`src/rtl/nearest_palette_color_search_macros.svh`:
```
// assertion macros for the nearest palette color search block
// no dependencies; included by the top level
`ifndef NEAREST_PALETTE_COLOR_SEARCH_MACROS_SVH
`define NEAREST_PALETTE_COLOR_SEARCH_MACROS_SVH

// same-cycle implication, disabled during reset
`define NPCS_ASSERT_NOW(label, clk, rst, a, b) \
  label: assert property (@(posedge clk) disable iff (rst) (a) |-> (b)) \
    else $error("npcs assertion failed");

// next-cycle implication, disabled during reset
`define NPCS_ASSERT_NEXT(label, clk, rst, a, b) \
  label: assert property (@(posedge clk) disable iff (rst) (a) |=> (b)) \
    else $error("npcs assertion failed");

`endif

```
`src/rtl/npcs_pkg.sv`:
```
// types and constants of the nearest palette color search block
// used by every module of the block; no dependencies
`default_nettype none

package npcs_pkg;

  localparam int MAX_ENTRIES = 256;
  localparam int ADDR_W      = (MAX_ENTRIES > 1) ? $clog2(MAX_ENTRIES) : 1;
  localparam int CNT_W       = 9;
  localparam int IDX_W       = 8;
  localparam int COLOR_W     = 32;
  localparam int DIST_W      = 18;
  localparam int SQ_W        = 16;

  localparam logic [CNT_W-1:0] PALETTE_ENTRIES_RESET = CNT_W'(256);
  localparam logic [CNT_W-1:0] MAX_COUNT             = CNT_W'(MAX_ENTRIES);

  typedef enum logic {
    CMD_WRITE = 1'b0,
    CMD_QUERY = 1'b1
  } command_t;

  typedef struct packed {
    command_t             command;
    logic [IDX_W-1:0]     entry_index;
    logic [COLOR_W-1:0]   color;
  } item_t;

  typedef struct packed {
    logic [IDX_W-1:0]     nearest_index;
    logic [DIST_W-1:0]    distance;
  } result_t;

  // controller to datapath
  typedef struct packed {
    logic write;
    logic load;
    logic issue;
  } dp_cmd_t;

  // datapath to controller
  typedef struct packed {
    logic last;
    logic drained;
  } dp_status_t;

endpackage

`default_nettype wire

```
`src/rtl/npcs_ctrl.sv`:
```
// controller state machine of the nearest palette color search block
// depends on npcs_pkg
`default_nettype none

module npcs_ctrl (
  input  wire                  clk,
  input  wire                  rst,
  input  wire                  start,
  input  wire                  is_query,
  input  npcs_pkg::dp_status_t status,
  output npcs_pkg::dp_cmd_t    cmd,
  output logic                 busy,
  output logic                 done
);

  typedef enum logic [3:0] {
    S_IDLE  = 4'b0001,
    S_SCAN  = 4'b0010,
    S_DRAIN = 4'b0100,
    S_DONE  = 4'b1000
  } state_t;

  state_t state;
  state_t state_next;

  always_ff @(posedge clk) begin
    if (rst) begin
      state <= S_IDLE;
    end else begin
      state <= state_next;
    end
  end

  always_comb begin
    state_next = state;
    cmd        = '0;
    busy       = 1'b1;
    done       = 1'b0;
    case (state)
      S_IDLE: begin
        busy = 1'b0;
        if (start) begin
          if (is_query) begin
            cmd.load   = 1'b1;
            state_next = S_SCAN;
          end else begin
            cmd.write = 1'b1;
          end
        end
      end
      S_SCAN: begin
        cmd.issue = 1'b1;
        if (status.last) begin
          state_next = S_DRAIN;
        end
      end
      S_DRAIN: begin
        if (status.drained) begin
          state_next = S_DONE;
        end
      end
      S_DONE: begin
        done       = 1'b1;
        state_next = S_IDLE;
      end
      default: begin
        state_next = S_IDLE;
      end
    endcase
  end

endmodule

`default_nettype wire

```
`config.mk`:
```
export PLATFORM = sky130hd
export DESIGN_NAME = npcs_ctrl
export DESIGN_NICKNAME = d
export VERILOG_FILES = /design/src/rtl/nearest_palette_color_search_macros.svh /design/src/rtl/npcs_pkg.sv /design/src/rtl/npcs_ctrl.sv
export SDC_FILE = /design/constraint.sdc
export NUM_CORES = 1
export LEC_CHECK = 0
export BUFFER_PORTS_ARGS = -buffer_cell sky130_fd_sc_hd__buf_2
export CORE_AREA = 2 2 39 41
export CTS_CLUSTER_DIAMETER = 120
export CTS_CLUSTER_SIZE = 40
export DETAILED_ROUTE_END_ITERATION = 10
export DIE_AREA = 0 0 41 43
export SLEW_MARGIN = 20
export SYNTH_ARGS = -nofsm -noshare
export SYNTH_HDL_FRONTEND = slang
export SYNTH_SLANG_ARGS = --single-unit
```
`constraint.sdc`:
```
create_clock -name clk -period 1.8 [get_ports clk]
set_input_delay 0.36 -clock clk [delete_from_list [all_inputs] [get_ports clk]]
set_output_delay 0.36 -clock clk [all_outputs]
set_load 0.02 [all_outputs]
```
==> summary.md <==
| Metric | Value |
|---|---|
| Final hold violation count | 0 |
| # IOs | 11 |
| Mapped Nets | 30 |
| Gr ovfl total | 0 |
| WS Path Type | flop to primary output |
| Pre-CTS setup slack | between 0.2 and 0.25 ns |
| Worst-margin pin slew | about 0.28 ns |
| CTS tree | yes |
| Period minus WS final | ~1.8 ns |
| Die Ht | 43 microns |
| Failing checks | negative setup slack |
| Non-Filler Instances | 54 |
| Syn_area_per_cell | roughly 10 sq um |
| Dpl cells | ~50 |
| Largest family of logic cells by synthesized area | simple AND/OR/NAND/NOR gates |
| Worst hold-check path type | input port to flop |
| Largest net degree at the start of global routing | 11 |
| Max IR drop VDD | about 0.21 mV |
| Regs by FF count | state (4) |
| # rows | 14 |
| Final setup viols | 1 |
| Clock power frac | 0.467 |
| Worst skew pair latency | ~0.24 ns |
| Synthesized instance count | 24 |
| Chip width | 41 microns |
| N_diodes | 0 |
| CP max FO | 10 |
| Post-Synth Adder-Cell Area | 0 |
| Setup repair after global routing missed its margin | yes |
| CTS Hold Bufs | 0 |
| Sw Share | 0.270 |
| PwrDens | just over 700 nW/um^2 |
| Port buffer count | 10 |
| Crit path required time | between 1 and 1.5 ns |
| Max reg flops | 4 |
| Initial Util | 0.179 |
| Synth Area in Compound Gates | 0.152 |
| DR iter-0 viols | 11 |
| Drt total wl | approximately 660 microns |
| Number of remaining DRC errors | 0 |
| Clock Root Buffer | clkbuf_4 |
| Worst Setup End Kind | primary output |
| Combinational fraction of design power | 0.175 |
| Max H-tree Level | 1 |
| First-pass GRT wire length | ~920 microns |
| Wire per inst | 12.2 microns |
| Via-per-instance ratio | between 4 and 5 |
| Maximum buffer depth of the clock tree | 2 |
| Static leakage | 0.154 nW |
| Final Max Tran Viols | 0 |
| TritonCTS Buffers | 3 |
| Slew margin rel. | 0.812 |
| Max_cap viols | 0 |
| Initial antenna violation count | 0 |
| Clk pin slew, worst setup/hold paths | ~0.040 ns |
| XOR/XNOR share of the synthesized area | 0 |
| TritonRoute pass-1 iters | 2 |
| Clk sinks | 4 |
| DRT antenna net count | 0 |
| Status | finished, violations left |
| Biggest register | state |
| Mux contribution to synthesized area | 0 |
| Final setup margin | -0.00317 ns |
| Layout Nets | 46 |
| Mapped Area | approximately 250 sq um |
| Sw Pwr | between 0.00006 and 0.00007 W |
| Sequential share of power | 0.359 |
| GPL Wtd Cong | about 0.7 |
| Syn-to-layout area delta | 43.9% |
| Register area share after synthesis | 0.323 |
| Int Power | 0.000186 W |
| Layout Skew | roughly 0.0038 ns |
| Yosys cell types | 19 |
| Via count | between 200 and 300 |
| Final core utilization | 0.258 |
| FMAX | around 550 MHz |
| Layout cells sized above 1 | 0.553 |
| Synth Register Bits | 4 |
| CP startpoint kind | flop |
| Final HPWL DP | between 400 and 500 microns |
| CP Data Arrival Time | approximately 1.4 ns |
| Final Cycle Share | 1.00 |
| DIE AREA | approximately 1800 sq um |
| Simple-gate area share of the yosys netlist | 0.449 |
| Tot GR Track Use | 0.0820 |
| Post-CTS setup buffer count | 0 |
| Total core area | about 1400 sq um |
| Vias in the first global route | around 190 |
| Synth warn | 0 |
## power groups by stage
stage                     Combinational, W  Clock (W)  Sequential [W]
final                            0.0000445   0.000119       0.0000915
after global routing             0.0000473   0.000131       0.0000919
after global placement           0.0000428          0       0.0000943
after floorplan                  0.0000250          0       0.0000955
after CTS                        0.0000440   0.000123       0.0000929
after detailed placement         0.0000429          0       0.0000944
## cells in the final DEF (no fill, tap or decap)
master and count:
nand3b_1 1, a22o_1 1, o21ai_0 1, nor3b_2 1, a2111oi_2 1, nor3_1 2, dfxtp_1 3, o311ai_0 1
and4b_1 1, nor2_1 1, nor4_1 1, nor4b_1 1, buf_2 9, or3b_1 1, or4b_4 1, and3_1 1
and2b_1 1, buf_4 4, clkbuf_4 3, nor3b_1 1, dfxtp_4 1, nor4b_2 1
## synthesized netlist by cell type
| cell type | instances | area (sq um) |
|---|---|---|
| and2b_1 | 1 | 7.51 |
| nor3_1 | 2 | 10.0 |
| nor4_1 | 1 | 6.26 |
| or4b_4 | 1 | 13.8 |
| o311ai_0 | 1 | 8.76 |
| dfxtp_1 | 4 | 80.1 |
| nand3b_1 | 1 | 7.51 |
| a22o_1 | 1 | 8.76 |
| and4b_1 | 1 | 10.0 |
| or3b_1 | 1 | 8.76 |
| nor2_1 | 1 | 3.75 |
| nor4b_1 | 2 | 17.5 |
| nor3b_1 | 1 | 7.51 |
| a2111oi_2 | 1 | 15.0 |
| nor3b_2 | 1 | 12.5 |
| buf_6 | 1 | 11.3 |
| and3_1 | 1 | 6.26 |
| o21ai_0 | 1 | 5.00 |
| buf_4 | 1 | 7.51 |
## cells by family after synthesis
| family | Yosys count |
|---|---|
| buffers and inverters | 2 |
| AOI/OAI and AO/OA | 4 |
| DFF | 4 |
| and+or+nand+nor | 14 |
## timing repair
item	4_1_cts	5_1_grt
gates cloned	0	0
gates resized for setup	2	2
setup endpoints to repair	1	2
## worst max-delay path, cell delays in order (launching register included)
cell and delay (ns):
dfxtp_4 0.37, or4b_4 0.50, nor3b_2 0.17, buf_4 0.16
## stage by stage
stage	TNS, ns	cell area (sq um)	hold slack [ns]	power (W)
2_1_floorplan	0	248	0.429	0.000121
3_3_place_gp	0	322	0.542	0.000137
3_5_place_dp	0	322	0.558	0.000137
4_1_cts	-0.000377	348	0.339	0.000260
5_1_grt	-0.0257	357	0.346	0.000270
6_report	-0.00317	357	0.347	0.000255
## final timing paths
path	from	endpoint	slack (ns)	depth (start not counted)
worst max-delay path	state[2]	cmd[2]	-0.003	3
worst min-delay path	rst	state[2]	0.35	2
worst max register to register	state[1]	state[2]	0.54	3
worst min register to register	state[0]	state[2]	0.55	2
## metal layers
metal / up-vias / track usage / share of wire
met3: 0 / 0.0628 / 0.11
met4: 0 / 0.0400 / 0
li1: 128 / - / -
met1: 117 / 0.121 / 0.49
met5: - / 0 / 0
met2: 11 / 0.0813 / 0.40
## cell type report
class	instances	area, sq um
fillers	149	1030
multi-input cells	18	155
flip-flops and latches	4	83.8
repair buffers	13	75.1
clock buffers	3	22.5
well taps	16	20.0
No activity file was read; power rests on OpenSTA's default activity.
